## src/hdl/base64_stream_decoder_unit_defines.svh

```systemverilog
// assertion macros shared by the decoder modules
`ifndef BASE64_STREAM_DECODER_UNIT_DEFINES_SVH
`define BASE64_STREAM_DECODER_UNIT_DEFINES_SVH

// same-cycle implication, held off during reset
`define B64D_ASSERT_NOW(label, clk, rst, ante, cons, msg) \
   label: assert property (@(posedge clk) disable iff (rst) (ante) |-> (cons)) \
      else $error(msg);

// next-cycle implication, held off during reset
`define B64D_ASSERT_NEXT(label, clk, rst, ante, cons, msg) \
   label: assert property (@(posedge clk) disable iff (rst) (ante) |=> (cons)) \
      else $error(msg);

`endif

```

## src/hdl/b64d_pkg.sv

```systemverilog
`timescale 1ns / 1ps
package b64d_pkg;

   localparam int QueueDepth      = 4;
   localparam int QueuePtrWidth   = $clog2(QueueDepth);
   localparam int QueueCountWidth = $clog2(QueueDepth + 1);

   localparam logic [7:0] PadChar     = 8'h3D;
   localparam logic [7:0] NewlineChar = 8'h0A;

   localparam logic [1:0] KIND_SEXTET  = 2'd0;
   localparam logic [1:0] KIND_PAD     = 2'd1;
   localparam logic [1:0] KIND_NEWLINE = 2'd2;
   localparam logic [1:0] KIND_GARBAGE = 2'd3;

   localparam logic [1:0] STATUS_OK         = 2'd0;
   localparam logic [1:0] STATUS_INVALID    = 2'd1;
   localparam logic [1:0] STATUS_INCOMPLETE = 2'd2;

   localparam logic [0:0] REG_SKIP_INVALID = 1'b0;

   typedef struct packed {
      logic [1:0] kind;
      logic [5:0] sextet;
   } char_class_type;

   typedef struct packed {
      logic            is_status;
      logic [1:0]      status_code;
      logic [1:0]      last_idx;
      logic [2:0][7:0] bytes;
   } cmd_type;

   typedef struct packed {
      logic full;
      logic nonempty;
   } queue_status_type;

   function automatic char_class_type classify_char(input logic [7:0] c);
      char_class_type r;
      r.kind   = KIND_GARBAGE;
      r.sextet = 6'd0;
      if (c >= 8'h41 && c <= 8'h5A) begin
         r.kind   = KIND_SEXTET;
         r.sextet = 6'(c - 8'h41);
      end else if (c >= 8'h61 && c <= 8'h7A) begin
         r.kind   = KIND_SEXTET;
         r.sextet = 6'(c - 8'd71);
      end else if (c >= 8'h30 && c <= 8'h39) begin
         r.kind   = KIND_SEXTET;
         r.sextet = 6'(c + 8'd4);
      end else if (c == 8'h2B) begin
         r.kind   = KIND_SEXTET;
         r.sextet = 6'd62;
      end else if (c == 8'h2F) begin
         r.kind   = KIND_SEXTET;
         r.sextet = 6'd63;
      end else if (c == PadChar) begin
         r.kind = KIND_PAD;
      end else if (c == NewlineChar) begin
         r.kind = KIND_NEWLINE;
      end
      return r;
   endfunction

endpackage

```

## src/hdl/b64d_req_if.sv

```systemverilog
`timescale 1ns / 1ps
interface b64d_req_if;
   logic       valid;
   logic       ready;
   logic [7:0] char_byte;
   logic       end_of_stream;

   modport source (output valid, output char_byte, output end_of_stream, input ready);
   modport sink (input valid, input char_byte, input end_of_stream, output ready);
endinterface

```

## src/hdl/b64d_rsp_if.sv

```systemverilog
`timescale 1ns / 1ps
interface b64d_rsp_if;
   logic       valid;
   logic       ready;
   logic       is_status;
   logic [7:0] data_byte;
   logic [1:0] status_code;
   logic       last_of_run;

   modport source (output valid, output is_status, output data_byte, output status_code,
                   output last_of_run, input ready);
   modport sink (input valid, input is_status, input data_byte, input status_code,
                 input last_of_run, output ready);
endinterface

```

## src/hdl/base64_stream_decoder_unit.sv

```systemverilog
`timescale 1ns / 1ps
// base64 stream decoder
// req_bus carries one character byte per transaction, or an end-of-stream mark.
// rsp_bus returns decoded bytes, one per transaction, and one status transaction
// per end-of-stream mark (0 ok, 1 invalid character, 2 incomplete group);
// last_of_run marks the final result caused by one request.
// csr port holds the skip_invalid flag at byte address 0; write it only while idle.
// throughput: one request per cycle while the queue is not full; results leave at
// one per cycle while rsp_bus is ready, so a group of four characters (three bytes)
// keeps pace with the input. the first result of a request passes through the
// command queue (4 entries) and then the output register before rsp_bus sees it.
// when rsp_bus stalls the queue fills and req_bus.ready drops once it is full.
// synchronous reset clears the open group, the sticky error, skip_invalid,
// the queue and the output register; no results are pending after reset.
module base64_stream_decoder_unit
   import b64d_pkg::*;
(
   input  logic        clock,
   input  logic        reset,
   b64d_req_if.sink    req_bus,
   b64d_rsp_if.source  rsp_bus,
   input  logic        csr_psel,
   input  logic        csr_penable,
   input  logic        csr_pwrite,
   input  logic [2:0]  csr_paddr,
   input  logic [31:0] csr_pwdata,
   output logic [31:0] csr_prdata,
   output logic        csr_pready
);

   logic             skip_invalid_ff, skip_invalid_in;
   logic             push;
   logic             pop;
   cmd_type          push_data;
   cmd_type          pop_data;
   queue_status_type q_status;

   assign csr_pready = 1'b1;
   assign csr_prdata = (csr_paddr[2] == REG_SKIP_INVALID) ?
                       {31'd0, skip_invalid_ff} : 32'd0;

   always_comb begin
      skip_invalid_in = skip_invalid_ff;
      if (csr_psel && csr_penable && csr_pwrite && csr_paddr[2] == REG_SKIP_INVALID) begin
         skip_invalid_in = csr_pwdata[0];
      end
   end

   always_ff @(posedge clock) begin
      if (reset) begin
         skip_invalid_ff <= 1'b0;
      end else begin
         skip_invalid_ff <= skip_invalid_in;
      end
   end

   b64d_front u_front (
      .clock        (clock),
      .reset        (reset),
      .skip_invalid (skip_invalid_ff),
      .req_bus      (req_bus),
      .q_status     (q_status),
      .push         (push),
      .push_data    (push_data)
   );

   b64d_cmd_queue u_queue (
      .clock     (clock),
      .reset     (reset),
      .push      (push),
      .push_data (push_data),
      .pop       (pop),
      .pop_data  (pop_data),
      .q_status  (q_status)
   );

   b64d_back u_back (
      .clock    (clock),
      .reset    (reset),
      .q_status (q_status),
      .pop_data (pop_data),
      .pop      (pop),
      .rsp_bus  (rsp_bus)
   );

endmodule

```

## src/hdl/b64d_front.sv

```systemverilog
`timescale 1ns / 1ps
module b64d_front
   import b64d_pkg::*;
(
   input  logic             clock,
   input  logic             reset,
   input  logic             skip_invalid,
   b64d_req_if.sink         req_bus,
   input  queue_status_type q_status,
   output logic             push,
   output cmd_type          push_data
);

   logic [2:0][5:0] slots_ff, slots_in;
   logic [1:0]      slot_count_ff, slot_count_in;
   logic [1:0]      pad_count_ff, pad_count_in;
   logic            error_ff, error_in;

   char_class_type  cls;
   logic            accept;
   logic            take;
   logic [5:0]      sext;
   logic [1:0]      pad_new;
   logic [1:0]      nbytes;

   assign req_bus.ready = !q_status.full;
   assign accept        = req_bus.valid && req_bus.ready;
   assign cls           = classify_char(req_bus.char_byte);

   always_comb begin
      slots_in      = slots_ff;
      slot_count_in = slot_count_ff;
      pad_count_in  = pad_count_ff;
      error_in      = error_ff;
      push          = 1'b0;
      push_data     = '0;
      take          = 1'b0;
      sext          = cls.sextet;
      pad_new       = pad_count_ff;
      nbytes        = 2'd0;
      if (accept) begin
         if (req_bus.end_of_stream) begin
            push                  = 1'b1;
            push_data.is_status   = 1'b1;
            push_data.last_idx    = 2'd0;
            if (error_ff) begin
               push_data.status_code = STATUS_INVALID;
            end else if (slot_count_ff != 2'd0) begin
               push_data.status_code = STATUS_INCOMPLETE;
            end else begin
               push_data.status_code = STATUS_OK;
            end
            slot_count_in = 2'd0;
            pad_count_in  = 2'd0;
            error_in      = 1'b0;
         end else if (!error_ff) begin
            unique case (cls.kind)
               KIND_SEXTET: begin
                  take = 1'b1;
               end
               KIND_PAD: begin
                  take    = 1'b1;
                  sext    = 6'd0;
                  pad_new = (pad_count_ff == 2'd3) ? 2'd3 : pad_count_ff + 2'd1;
               end
               KIND_NEWLINE: begin
               end
               default: begin
                  if (!skip_invalid) begin
                     error_in = 1'b1;
                  end
               end
            endcase
         end
      end
      if (take) begin
         if (slot_count_ff != 2'd3) begin
            slots_in[slot_count_ff] = sext;
            slot_count_in           = slot_count_ff + 2'd1;
            pad_count_in            = pad_new;
         end else begin
            nbytes                = 2'd3 - pad_new;
            push                  = (nbytes != 2'd0);
            push_data.is_status   = 1'b0;
            push_data.status_code = STATUS_OK;
            push_data.last_idx    = nbytes - 2'd1;
            push_data.bytes[0]    = {slots_ff[0], slots_ff[1][5:4]};
            push_data.bytes[1]    = {slots_ff[1][3:0], slots_ff[2][5:2]};
            push_data.bytes[2]    = {slots_ff[2][1:0], sext};
            slot_count_in         = 2'd0;
            pad_count_in          = 2'd0;
         end
      end
   end

   always_ff @(posedge clock) begin
      slots_ff <= slots_in;
      if (reset) begin
         slot_count_ff <= 2'd0;
         pad_count_ff  <= 2'd0;
         error_ff      <= 1'b0;
      end else begin
         slot_count_ff <= slot_count_in;
         pad_count_ff  <= pad_count_in;
         error_ff      <= error_in;
      end
   end

endmodule

```

## src/hdl/b64d_cmd_queue.sv

```systemverilog
`timescale 1ns / 1ps
`include "base64_stream_decoder_unit_defines.svh"
module b64d_cmd_queue
   import b64d_pkg::*;
(
   input  logic             clock,
   input  logic             reset,
   input  logic             push,
   input  cmd_type          push_data,
   input  logic             pop,
   output cmd_type          pop_data,
   output queue_status_type q_status
);

   cmd_type [QueueDepth-1:0]   entries_ff;
   logic [QueuePtrWidth-1:0]   wr_ptr_ff, wr_ptr_in;
   logic [QueuePtrWidth-1:0]   rd_ptr_ff, rd_ptr_in;
   logic [QueueCountWidth-1:0] count_ff, count_in;

   assign q_status.full     = (count_ff == QueueCountWidth'(QueueDepth));
   assign q_status.nonempty = (count_ff != '0);
   assign pop_data          = entries_ff[rd_ptr_ff];

   always_comb begin
      wr_ptr_in = wr_ptr_ff;
      rd_ptr_in = rd_ptr_ff;
      count_in  = count_ff;
      if (push) begin
         wr_ptr_in = (wr_ptr_ff == QueuePtrWidth'(QueueDepth - 1)) ? '0 : wr_ptr_ff + 1'b1;
      end
      if (pop) begin
         rd_ptr_in = (rd_ptr_ff == QueuePtrWidth'(QueueDepth - 1)) ? '0 : rd_ptr_ff + 1'b1;
      end
      if (push && !pop) begin
         count_in = count_ff + 1'b1;
      end else if (pop && !push) begin
         count_in = count_ff - 1'b1;
      end
   end

   always_ff @(posedge clock) begin
      if (push) begin
         entries_ff[wr_ptr_ff] <= push_data;
      end
      if (reset) begin
         wr_ptr_ff <= '0;
         rd_ptr_ff <= '0;
         count_ff  <= '0;
      end else begin
         wr_ptr_ff <= wr_ptr_in;
         rd_ptr_ff <= rd_ptr_in;
         count_ff  <= count_in;
      end
   end

   `B64D_ASSERT_NOW(a_no_push_full, clock, reset, push, !q_status.full || pop, "push into full queue")
   `B64D_ASSERT_NOW(a_no_pop_empty, clock, reset, pop, q_status.nonempty, "pop from empty queue")
   `B64D_ASSERT_NEXT(a_count_up, clock, reset, push && !pop, count_ff == $past(count_ff) + 1'b1, "count did not rise")
   `B64D_ASSERT_NOW(a_ptr_gap, clock, reset, q_status.nonempty && !q_status.full, wr_ptr_ff != rd_ptr_ff, "pointer gap mismatch")

endmodule

```

## src/hdl/b64d_back.sv

```systemverilog
`timescale 1ns / 1ps
`include "base64_stream_decoder_unit_defines.svh"
module b64d_back
   import b64d_pkg::*;
(
   input  logic             clock,
   input  logic             reset,
   input  queue_status_type q_status,
   input  cmd_type          pop_data,
   output logic             pop,
   b64d_rsp_if.source       rsp_bus
);

   cmd_type    cur_ff, cur_in;
   logic [1:0] idx_ff, idx_in;
   logic       valid_ff, valid_in;
   logic       done;

   assign done = !valid_ff || (rsp_bus.ready && idx_ff == cur_ff.last_idx);
   assign pop  = done && q_status.nonempty;

   assign rsp_bus.valid       = valid_ff;
   assign rsp_bus.is_status   = cur_ff.is_status;
   assign rsp_bus.data_byte   = cur_ff.is_status ? 8'd0 : cur_ff.bytes[idx_ff];
   assign rsp_bus.status_code = cur_ff.is_status ? cur_ff.status_code : STATUS_OK;
   assign rsp_bus.last_of_run = (idx_ff == cur_ff.last_idx);

   always_comb begin
      cur_in   = cur_ff;
      idx_in   = idx_ff;
      valid_in = valid_ff;
      if (done) begin
         valid_in = q_status.nonempty;
         cur_in   = pop_data;
         idx_in   = 2'd0;
      end else if (rsp_bus.ready) begin
         idx_in = idx_ff + 2'd1;
      end
   end

   always_ff @(posedge clock) begin
      cur_ff <= cur_in;
      if (reset) begin
         idx_ff   <= 2'd0;
         valid_ff <= 1'b0;
      end else begin
         idx_ff   <= idx_in;
         valid_ff <= valid_in;
      end
   end

   `B64D_ASSERT_NOW(a_status_single, clock, reset, valid_ff && cur_ff.is_status, cur_ff.last_idx == 2'd0, "status spans several results")
   `B64D_ASSERT_NOW(a_idx_range, clock, reset, valid_ff, idx_ff <= cur_ff.last_idx, "byte index past last")
   `B64D_ASSERT_NEXT(a_hold, clock, reset, valid_ff && !rsp_bus.ready, valid_ff && $stable(idx_ff), "stall not held")

endmodule
```

## src/flat_wrapper.sv

```systemverilog
// flat-port wrapper written by rule: the top's interface ports become plain ports
module base64_stream_decoder_unit_flat import b64d_pkg::*;
  (clock, reset, csr_psel, csr_penable, csr_pwrite, csr_paddr, csr_pwdata, csr_prdata, csr_pready, req_bus_valid, req_bus_char_byte, req_bus_end_of_stream, req_bus_ready, rsp_bus_valid, rsp_bus_is_status, rsp_bus_data_byte, rsp_bus_status_code, rsp_bus_last_of_run, rsp_bus_ready);
  b64d_req_if req_bus_i ();
  b64d_rsp_if rsp_bus_i ();
  input  logic clock;
  input  logic reset;
  input  logic csr_psel;
  input  logic csr_penable;
  input  logic csr_pwrite;
  input  logic [2:0] csr_paddr;
  input  logic [31:0] csr_pwdata;
  output logic [31:0] csr_prdata;
  output logic csr_pready;
  input wire logic [$bits(req_bus_i.valid)-1:0] req_bus_valid;
  input wire logic [$bits(req_bus_i.char_byte)-1:0] req_bus_char_byte;
  input wire logic [$bits(req_bus_i.end_of_stream)-1:0] req_bus_end_of_stream;
  output wire logic [$bits(req_bus_i.ready)-1:0] req_bus_ready;
  output wire logic [$bits(rsp_bus_i.valid)-1:0] rsp_bus_valid;
  output wire logic [$bits(rsp_bus_i.is_status)-1:0] rsp_bus_is_status;
  output wire logic [$bits(rsp_bus_i.data_byte)-1:0] rsp_bus_data_byte;
  output wire logic [$bits(rsp_bus_i.status_code)-1:0] rsp_bus_status_code;
  output wire logic [$bits(rsp_bus_i.last_of_run)-1:0] rsp_bus_last_of_run;
  input wire logic [$bits(rsp_bus_i.ready)-1:0] rsp_bus_ready;
  assign req_bus_i.valid = req_bus_valid;
  assign req_bus_i.char_byte = req_bus_char_byte;
  assign req_bus_i.end_of_stream = req_bus_end_of_stream;
  assign req_bus_ready = req_bus_i.ready;
  assign rsp_bus_valid = rsp_bus_i.valid;
  assign rsp_bus_is_status = rsp_bus_i.is_status;
  assign rsp_bus_data_byte = rsp_bus_i.data_byte;
  assign rsp_bus_status_code = rsp_bus_i.status_code;
  assign rsp_bus_last_of_run = rsp_bus_i.last_of_run;
  assign rsp_bus_i.ready = rsp_bus_ready;
  base64_stream_decoder_unit u_core (.clock(clock), .reset(reset), .req_bus(req_bus_i), .rsp_bus(rsp_bus_i), .csr_psel(csr_psel), .csr_penable(csr_penable), .csr_pwrite(csr_pwrite), .csr_paddr(csr_paddr), .csr_pwdata(csr_pwdata), .csr_prdata(csr_prdata), .csr_pready(csr_pready));
endmodule
```

## config.mk

```make
export PLATFORM = sky130hd
export DESIGN_NAME = base64_stream_decoder_unit_flat
export DESIGN_NICKNAME = d
export VERILOG_FILES = /design/src/hdl/b64d_pkg.sv /design/src/hdl/b64d_req_if.sv /design/src/hdl/b64d_rsp_if.sv /design/src/hdl/base64_stream_decoder_unit.sv /design/src/hdl/b64d_front.sv /design/src/hdl/b64d_cmd_queue.sv /design/src/hdl/b64d_back.sv /design/src/flat_wrapper.sv
export VERILOG_INCLUDE_DIRS = /design/src /design/src/hdl
export SDC_FILE = /design/constraint.sdc
export NUM_CORES = 1
export LEC_CHECK = 0
export BUFFER_PORTS_ARGS = -buffer_cell sky130_fd_sc_hd__buf_2
export CAP_MARGIN = 10
export CORE_ASPECT_RATIO = 0.75
export CORE_UTILIZATION = 65
export CTS_BUF_LIST = sky130_fd_sc_hd__clkbuf_8
export DETAILED_ROUTE_END_ITERATION = 16
export PLACE_DENSITY_LB_ADDON = 0.08
export SYNTH_ARGS = -nofsm -noshare
export SYNTH_HDL_FRONTEND = slang
export SYNTH_SLANG_ARGS = --single-unit
```

## constraint.sdc

```tcl
create_clock -name clock -period 8.5 [get_ports clock]
set_clock_uncertainty 0.1 [all_clocks]
set_input_delay 0.425 -clock clock [delete_from_list [all_inputs] [get_ports clock]]
set_output_delay 0.425 -clock clock [all_outputs]
set_load 0.01 [all_outputs]
```

**After elaboration in Yosys (flattened, before gate mapping)**

Cells that the tools add are included.

- Bits in registers: 179
- Input bits: 51
- Output and inout bits: 47

- $add $sub $neg: 12
- $lt $le $gt $ge: 12
- Eq/ne operators: 12
- Mux-type cells: 58
- Bitwise operators: 1
- Reduce and logical (&&, ||, !) cells: 30

Operators with widths:

| kind | number |
|---|---|
| $bwmux 116 | 1 |
| $mux 29 | 4 |
| $bmux 29 s2 | 1 |
| $demux 29 s2 | 1 |
| $mux 8 | 6 |
| $mux 2 | 18 |
| $mux 6 | 6 |
| $eq 8x6->1 const B | 3 |
| $bwmux 18 | 1 |
| $bmux 8 s2 | 1 |
| $ge 8x7->1 const B | 2 |
| $le 8x7->1 const B | 2 |
| $mux 1 | 14 |
| $logic_and 1x1->1 | 13 |
| $demux 6 s2 | 1 |
| $lt 2x3->1 const B | 4 |
| $add 2x1->2 const B | 5 |
| $mux 5 | 2 |
| $reduce_bool 2->1 | 5 |
| $eq 2x2->1 const B | 4 |
| $eq 8x4->1 const B | 1 |
| $ge 8x6->1 const B | 1 |
| $le 8x6->1 const B | 1 |
| $add 6x3->6 const B | 1 |
| other kinds (20) | 27 |

**Logic depth before layout (Yosys ltp)**

- Depth in word-level cells: 21
- Depth in mapped cells: 20

**By module**

From an unflattened synthesis, not the netlist that was laid out.

- Cells, all modules: 507
- Area, all modules: 8017.7 um2

Modules (own cells, without submodules):

| module | instances | cells each | area an instance (um2) | seq. area each (um2) |
|---|---|---|---|---|
| b64d_cmd_queue | 1 | 193 | 4589.4 | 3623.5 |
| b64d_front | 1 | 190 | 1849.3 | 640.6 |
| b64d_back | 1 | 84 | 1270.0 | 930.9 |
| base64_stream_decoder_unit | 1 | 40 | 309.0 | 20.0 |

**Worst setup path after synthesis**

OpenSTA, ideal clock, no wires.

- Path kind: input to register
- Start point: input req_bus_char_byte[2]
- End point: register u_core.u_queue.entries_ff[0] in the netlist's numbering (enable)
- Setup time: 418 ps
- Data arrival time: 4140 ps
- Path slack: 3841 ps
- Stages on the path: 14
- Path through: inv_1 > ha_1 > or2_2 > and4_1 > a21oi_1 > and3_1 > mux2i_1 > inv_1 > ha_1 > nor2b_1 > nand4_1 > nor4_1 > a211oi_4 > nor2b_1

- Cells in the longest elaborated chain, start to end: 17
- Elaborated cells on any way between the ends: 35

RTL lines:

| element | RTL line | RTL |
|---|---|---|
| start, declared | flat_wrapper.sv:16 | `input wire logic [$bits(req_bus_i.char_byte)-1:0] req_bus_char_byte;` |
| $eq 8x4->1 | b64d_pkg.sv:60 | `end else if (c == NewlineChar) begin` |
| $mux 1 | b64d_pkg.sv:60 |  |
| $mux 2 | b64d_pkg.sv:58 | `end else if (c == PadChar) begin` |
| $mux 2 | b64d_pkg.sv:55 | `end else if (c == 8'h2F) begin` |
| $mux 8 | b64d_pkg.sv:52 | `end else if (c == 8'h2B) begin` |
| $mux 8 | b64d_pkg.sv:49 | `end else if (c >= 8'h30 && c <= 8'h39) begin` |
| $mux 8 | b64d_pkg.sv:46 | `end else if (c >= 8'h61 && c <= 8'h7A) begin` |
| $mux 8 (*) | b64d_pkg.sv:43 | `if (c >= 8'h41 && c <= 8'h5A) begin` |
| $eq 2x1->1 | b64d_front.sv:57 | `unique case (cls.kind)` |
| $mux 2 | b64d_front.sv:57 |  |
| $mux 2 | b64d_front.sv:56 | `end else if (!error_ff) begin` |
| $mux 2 | b64d_front.sv:42 | `if (req_bus.end_of_stream) begin` |
| $mux 2 | b64d_front.sv:41 | `if (accept) begin` |
| $sub 2x2->2 | b64d_front.sv:82 | `nbytes = 2'd3 - pad_new;` |
| $reduce_bool 2->1 | b64d_front.sv:83 | `push = (nbytes != 2'd0);` |
| $mux 1 | b64d_front.sv:77 | `if (slot_count_ff != 2'd3) begin` |
| $mux 1 (*) | b64d_front.sv:76 | `if (take) begin` |
| end signal, assigned by index | b64d_cmd_queue.sv:43 | `entries_ff[wr_ptr_ff] <= push_data;` |
| end, declared | b64d_cmd_queue.sv:15 | `cmd_type [QueueDepth-1:0] entries_ff;` |

Every way passes the cells marked *; elsewhere a longest branch is shown, timed or not.
A chain may end at the register's enable or synchronous reset.

**Worst setup path in the final report**

- Start point: input req_bus_char_byte[2]
- End point: register u_core.u_queue.count_ff[2]

- Cells in the longest elaborated chain, start to end: 20
- Elaborated cells on any way between the ends: 40

RTL lines:

| element | RTL line | RTL |
|---|---|---|
| $eq 8x4->1 | b64d_pkg.sv:60 |  |
| $mux 1 | b64d_pkg.sv:60 |  |
| $mux 2 | b64d_pkg.sv:58 |  |
| $mux 2 | b64d_pkg.sv:55 |  |
| $mux 8 | b64d_pkg.sv:52 |  |
| $mux 8 | b64d_pkg.sv:49 |  |
| $mux 8 | b64d_pkg.sv:46 |  |
| $mux 8 (*) | b64d_pkg.sv:43 |  |
| [... 5 more ...] | n/a |  |
| $sub 2x2->2 | b64d_front.sv:82 |  |
| $reduce_bool 2->1 | b64d_front.sv:83 |  |
| $mux 1 | b64d_front.sv:77 |  |
| $mux 1 (*) | b64d_front.sv:76 |  |
| net u_core.push | base64_stream_decoder_unit.sv:32 | `logic push;` |
| $logic_not 1->1 | b64d_cmd_queue.sv:36 | `end else if (pop && !push) begin` |
| $logic_and 1x1->1 | b64d_cmd_queue.sv:36 |  |
| $reduce_bool 2->1 (no source line) | n/a |  |
| end signal, assigned | b64d_cmd_queue.sv:52 | `count_ff <= count_in;` |
| end, declared | b64d_cmd_queue.sv:18 | `logic [QueueCountWidth-1:0] count_ff, count_in;` |

The timed path passes the listed nets; every way through them passes the cells marked *.

==> results <==
- The flow ran to the end, and the final reports show no timing, DRC or antenna violations.
- The routed via count divided by cell count is a little under 6.
- The shortest period the worst path allows is ~4.5 ns.
- Port buffering added 32 buffers.
- The net switching share of the total power is 28.5%.
- The flip-flop and latch count after synthesis is about 180.
- Pin placement for this block handled 98 I/O pins.
- The average wire per standard cell is 19.9 um.
- The root cell of the clock tree is sky130_fd_sc_hd__clkbuf_8.
- The critical path startpoint category is an input pin.
- The number of antenna diodes in the final layout is 0.
- Sequential cells were found to cover roughly two thirds of the synthesized design area.
- The actual slew at the worst max-slew pin is 0.900 ns.
- After clock tree synthesis, the flow added hold-fix buffers numbering 0.
- The net count reported at finish is about 600.
- The destination of the worst hold path is u_core.skip_invalid_ff.
- Measured along the y axis, the die boundary spans 97.1 um.
- The setup slack at placement is 3.57 ns.
- The clock buffer count from CTS is 17.
- The number of unique standard cell types used by synthesis is between 60 and 70.
- The synthesized instance count is ~500.
- In this run, post-CTS repair resized a total of 0 instances.
- The biggest cell delay along the critical path is about 0.43 ns.
- The clock share of power is roughly a quarter.
- Yosys mapped a number of flops with a built-in enable equal to about 160.
- The achievable clock frequency is 222 MHz.
- The setup path with the least slack is of type input pin to flop.
- The worst flop-to-flop path endpoint is u_core.u_queue.count_ff[2].
- The internal power contribution is around 1.6 mW.
- The residual DRC count is 0.
- The via count of the first global-routing pass is slightly above 4k.
- The total half-perimeter wirelength after legalization and detailed placement is roughly 9000 um.
- The total count of max-transition violations in the final report is 0.
- The number of antenna violations at the first check in global routing came to 0.
- The post-layout worst setup margin is between 3 and 4 ns.
- The number of buffers and inverters on the critical path is 5.
- The data arrival time at the worst-slack endpoint is ~4.8 ns.
- After clock tree synthesis, the clock-pin slew on the worst setup and hold paths is roughly 0.10 ns.
- The global routing usage on met3 is around 5.2%.
- The kind of cell adding the most delay to the critical path is simple AND/OR/NAND/NOR gates.
- In the global route stage, met1 resource usage came out at between 30% and 40%.
- The startpoint of the worst-slack reg-to-reg timing path is u_core.u_queue.count_ff[0].
- The overall overflow remaining after global route is 0.
- Entering global routing, the biggest net connects 33 pins.
- The setup TNS after final layout is 0 ns.
- Setup violations remaining at the end of the flow were counted as 0.
- The most used flip-flop cell after synthesis is sky130_fd_sc_hd__edfxtp_1.
- The post-route netlist has between 20 and 25% of its cells at a drive strength greater than 1.
- The first global-routing pass estimated approximately 22,000 um of wire.
- The ratio of total power to cell area is around 260 nW/um^2.
- The congestion estimate from routability-driven global placement came to roughly 0.89.
- The violation count after the first detailed-route iteration is approximately 260.
- The die covers 12,500 sq um.
- The number of hold violations in the final report came to 0.
- The overall routed net length is 14,200 um.
- The synthesized netlist occupies a cell area of roughly 8000 sq um.
- The most frequent cell on the critical path is sky130_fd_sc_hd__inv_1.
- The core region is 11,700 sq um.
- The final total power is 2.19 mW.
- Across the run, the number of max-cap violations was 0.
- Setup repair after global routing left no endpoint under its margin.
- The combinational group share of total power is 21.0%.
- The relative area change from synthesis to final layout is 7.78%.
- STA puts the critical path data required time at 8.79 ns.
- The initial core utilization is approximately two thirds.
- Registers are responsible for between 50% and 60% of the overall power.
- For this design the static power due to leakage is just over 3 nW.
- Global routing consumed, over all layers together, approximately 25% of the routing resources.
- Clock latency on the worst-skew pair, taken at its later pin, is approximately 0.45 ns.
- TritonCTS built the clock tree.
- The highest net fanout along the worst path is 8.
- The detailed-router iteration count before antenna repair is 7.
- The met2 routing resource usage after global routing is 39.1%.
- The worst hold path belongs to the class input pin to flop.
- The largest individual stage delay along the critical path comes from the cell sky130_fd_sc_hd__fa_1.
- The final core area utilization is around 72%.
- The most heavily used metal layer in global routing is met2.
- The number of clock sinks is approximately 180.
- The hold-critical path depth is 3.
- The worst hold path begins at csr_pwdata[0].
- The path depth of the worst reg2reg path is 18.
- The share of synthesized flip-flops with an asynchronous set or reset is 0%.
- IR analysis of the VDD net gives a maximum drop of 180 uV.
- Headroom to the max-slew limit came out at 40.0%.
- Across all register-to-register paths, the minimum setup slack is 4.16 ns.
- Summing over every cut layer, the via total after detailed routing is between 4k and 5k.
- The number of buffers inserted by post-CTS setup repair is 0.
- The number of standard-cell rows in the floorplan is 34.
- The horizontal die dimension is between 100 and 150 um.
- For this run, the number of Yosys warnings is 0.
- The final non-filler cell area is roughly 8400 sq um.
- The critical path runs through a total of 21 cells.
- The worst-case clock buffer depth is 2.
- For this design the total switching power over the nets is 0.624 mW.
- The placed cell area is 8060 sq um.
- Dividing the synthesized area by the synthesized cell count gives approximately 16 sq um.
- The deepest level of the CTS H-tree is 4.
- The filler cells instantiated in the layout total around 740.
- Walking the worst path, the cells encountered are buf_2 > inv_1 > ha_1 > or2_2 > and4_1 > a21oi_1 > and3_1 > mux2i_1 > inv_1 > ha_1 > nor2b_1 > nand4_1 > nor4_1 > a211oi_4 > inv_1 > ha_1 > inv_1 > fa_1 > xor2_1 > or3_1 > a21oi_1.
- The detail route stage leaves a number of antenna-violating nets equal to 0.
- The worst path uses 53.1% of the clock period.
- The worst setup path is captured at a flop.
==> cell families after synthesis <==
family | share of synthesized area (%)
AOI/OAI and AO/OA | 4.49
xor gates and xnor gates | 0.671
adders and majority gates | 3.45
buffers and inverters | 4.74
DFF | 66.6
muxes | 10.5
other | 0.0959
and+or+nand+nor | 9.46
==> state kept, by name, summed over array words and instances (netlist names) <==
signal,flops
u_core.u_front.slots_ff,18
u_core.u_back.cur_ff,28
u_core.u_queue.entries_ff,116
u_core.u_back.idx_ff,2
u_core.skip_invalid_ff,1
u_core.u_back.rsp_bus.is_status,1
u_core.u_front.error_ff,1
u_core.u_front.slot_count_ff,2
u_core.u_queue.rd_ptr_ff,2
u_core.u_front.pad_count_ff,2
u_core.u_queue.count_ff,3
u_core.u_back.rsp_bus.valid,1
u_core.u_queue.wr_ptr_ff,2
==> per-layer routing <==
metal  part of all wire (%)  vias to the layer above
met5                      0                        -
met2                     47                      174
met1                     45                     2079
met4                    1.4                        0
li1                       -                     1911
met3                    6.0                       20
==> synthesized netlist by cell type (2+ instances only) <==
| library cell | instances | area, sq um |
|---|---|---|
| sky130_fd_sc_hd__or3_1 | 3 | 18.8 |
| sky130_fd_sc_hd__buf_2 | 3 | 15.0 |
| sky130_fd_sc_hd__and2_1 | 28 | 175 |
| sky130_fd_sc_hd__nand4_1 | 4 | 25.0 |
| sky130_fd_sc_hd__nor3_1 | 9 | 45.0 |
| sky130_fd_sc_hd__nand2_1 | 13 | 48.8 |
| sky130_fd_sc_hd__xor2_1 | 5 | 43.8 |
| sky130_fd_sc_hd__nor2b_1 | 8 | 50.1 |
| sky130_fd_sc_hd__nand2b_1 | 5 | 31.3 |
| sky130_fd_sc_hd__and3_1 | 2 | 12.5 |
| sky130_fd_sc_hd__conb_1 | 2 | 7.51 |
| sky130_fd_sc_hd__o21ai_1 | 2 | 10.0 |
| sky130_fd_sc_hd__inv_1 | 16 | 60.1 |
| sky130_fd_sc_hd__nor2_1 | 38 | 143 |
| sky130_fd_sc_hd__ha_1 | 20 | 250 |
| sky130_fd_sc_hd__a21oi_1 | 19 | 95.1 |
| sky130_fd_sc_hd__nand3_1 | 6 | 30.0 |
| sky130_fd_sc_hd__o21ai_0 | 4 | 20.0 |
| sky130_fd_sc_hd__clkbuf_1 | 9 | 33.8 |
| sky130_fd_sc_hd__a211oi_1 | 2 | 15.0 |
| sky130_fd_sc_hd__buf_4 | 32 | 240 |
| sky130_fd_sc_hd__dfxtp_1 | 16 | 320 |
| sky130_fd_sc_hd__a221oi_1 | 2 | 17.5 |
| sky130_fd_sc_hd__mux2i_1 | 17 | 170 |
| sky130_fd_sc_hd__edfxtp_1 | 163 | 4890 |
| sky130_fd_sc_hd__o22ai_1 | 2 | 12.5 |
| sky130_fd_sc_hd__nor4_1 | 4 | 25.0 |
| sky130_fd_sc_hd__mux4_2 | 29 | 653 |
| sky130_fd_sc_hd__buf_1 | 4 | 15.0 |
==> worst max-delay path by stage <==
stage / startpoint / endpoint / slack (ns)
3_5_place_dp: req_bus_char_byte[2] / u_core.u_queue.count_ff[2] / 3.57
3_3_place_gp: req_bus_char_byte[2] / u_core.u_queue.count_ff[2] / 3.64
6_report: req_bus_char_byte[2] / u_core.u_queue.count_ff[2] / 3.99
5_1_grt: req_bus_char_byte[2] / u_core.u_queue.count_ff[2] / 3.63
2_1_floorplan: req_bus_char_byte[2] / u_core.u_queue.entries_ff[0] / 3.84
4_1_cts: req_bus_char_byte[2] / u_core.u_queue.count_ff[2] / 4.01
==> area by class of cell <==
class	count	area, sq um	share of cell area [%]
clock buffers	18	248	2.93
clock inverters	14	138	1.63
inverters	18	67.6	0.800
multi-input cells	286	2370	28.1
flip-flops and latches	179	5220	61.8
well taps	162	203	2.40
repair buffers	37	198	2.34
==> worst min-delay path, stage by stage <==
cell and delay, ns:
sky130_fd_sc_hd__buf_2 0.07, sky130_fd_sc_hd__mux2i_1 0.05, sky130_fd_sc_hd__nor2_1 0.07
==> through the flow <==
| stage | hold WS (ns) | instances |
|---|---|---|
| after floorplan | 0.366 | 531 |
| final | 0.103 | 714 |
| after global routing | 0.145 | 714 |
| after CTS | 0.0960 | 714 |
| after global placement | 0.384 | 682 |
| after detailed placement | 0.390 | 682 |
==> layout by cell type, fill, tap and decap left out, types with 9 or more instances in the layout <==
| cell | synthesis | final |
|---|---|---|
| sky130_fd_sc_hd__conb_1 | 2 | 32 |
| sky130_fd_sc_hd__ha_1 | 20 | 20 |
| sky130_fd_sc_hd__a21oi_1 | 19 | 19 |
| sky130_fd_sc_hd__clkbuf_8 | 0 | 18 |
| sky130_fd_sc_hd__nor2_1 | 38 | 38 |
| sky130_fd_sc_hd__nor3_1 | 9 | 9 |
| sky130_fd_sc_hd__buf_2 | 3 | 32 |
| sky130_fd_sc_hd__mux4_2 | 29 | 29 |
| sky130_fd_sc_hd__and2_1 | 28 | 28 |
| sky130_fd_sc_hd__nand2_1 | 13 | 12 |
| sky130_fd_sc_hd__dfxtp_1 | 16 | 14 |
| sky130_fd_sc_hd__mux2i_1 | 17 | 17 |
| sky130_fd_sc_hd__inv_1 | 16 | 19 |
| sky130_fd_sc_hd__edfxtp_1 | 163 | 163 |
==> power by group through the flow <==
stage / clock network (mW) / logic, mW / registers [mW]
final: 0.553 / 0.460 / 1.18
after global routing: 0.594 / 0.506 / 1.19
after CTS: 0.557 / 0.467 / 1.18
after detailed placement: 0 / 0.465 / 1.20
after global placement: 0 / 0.452 / 1.19
after floorplan: 0 / 0.369 / 1.15
Note: power is estimated with default switching activity, not from simulation.
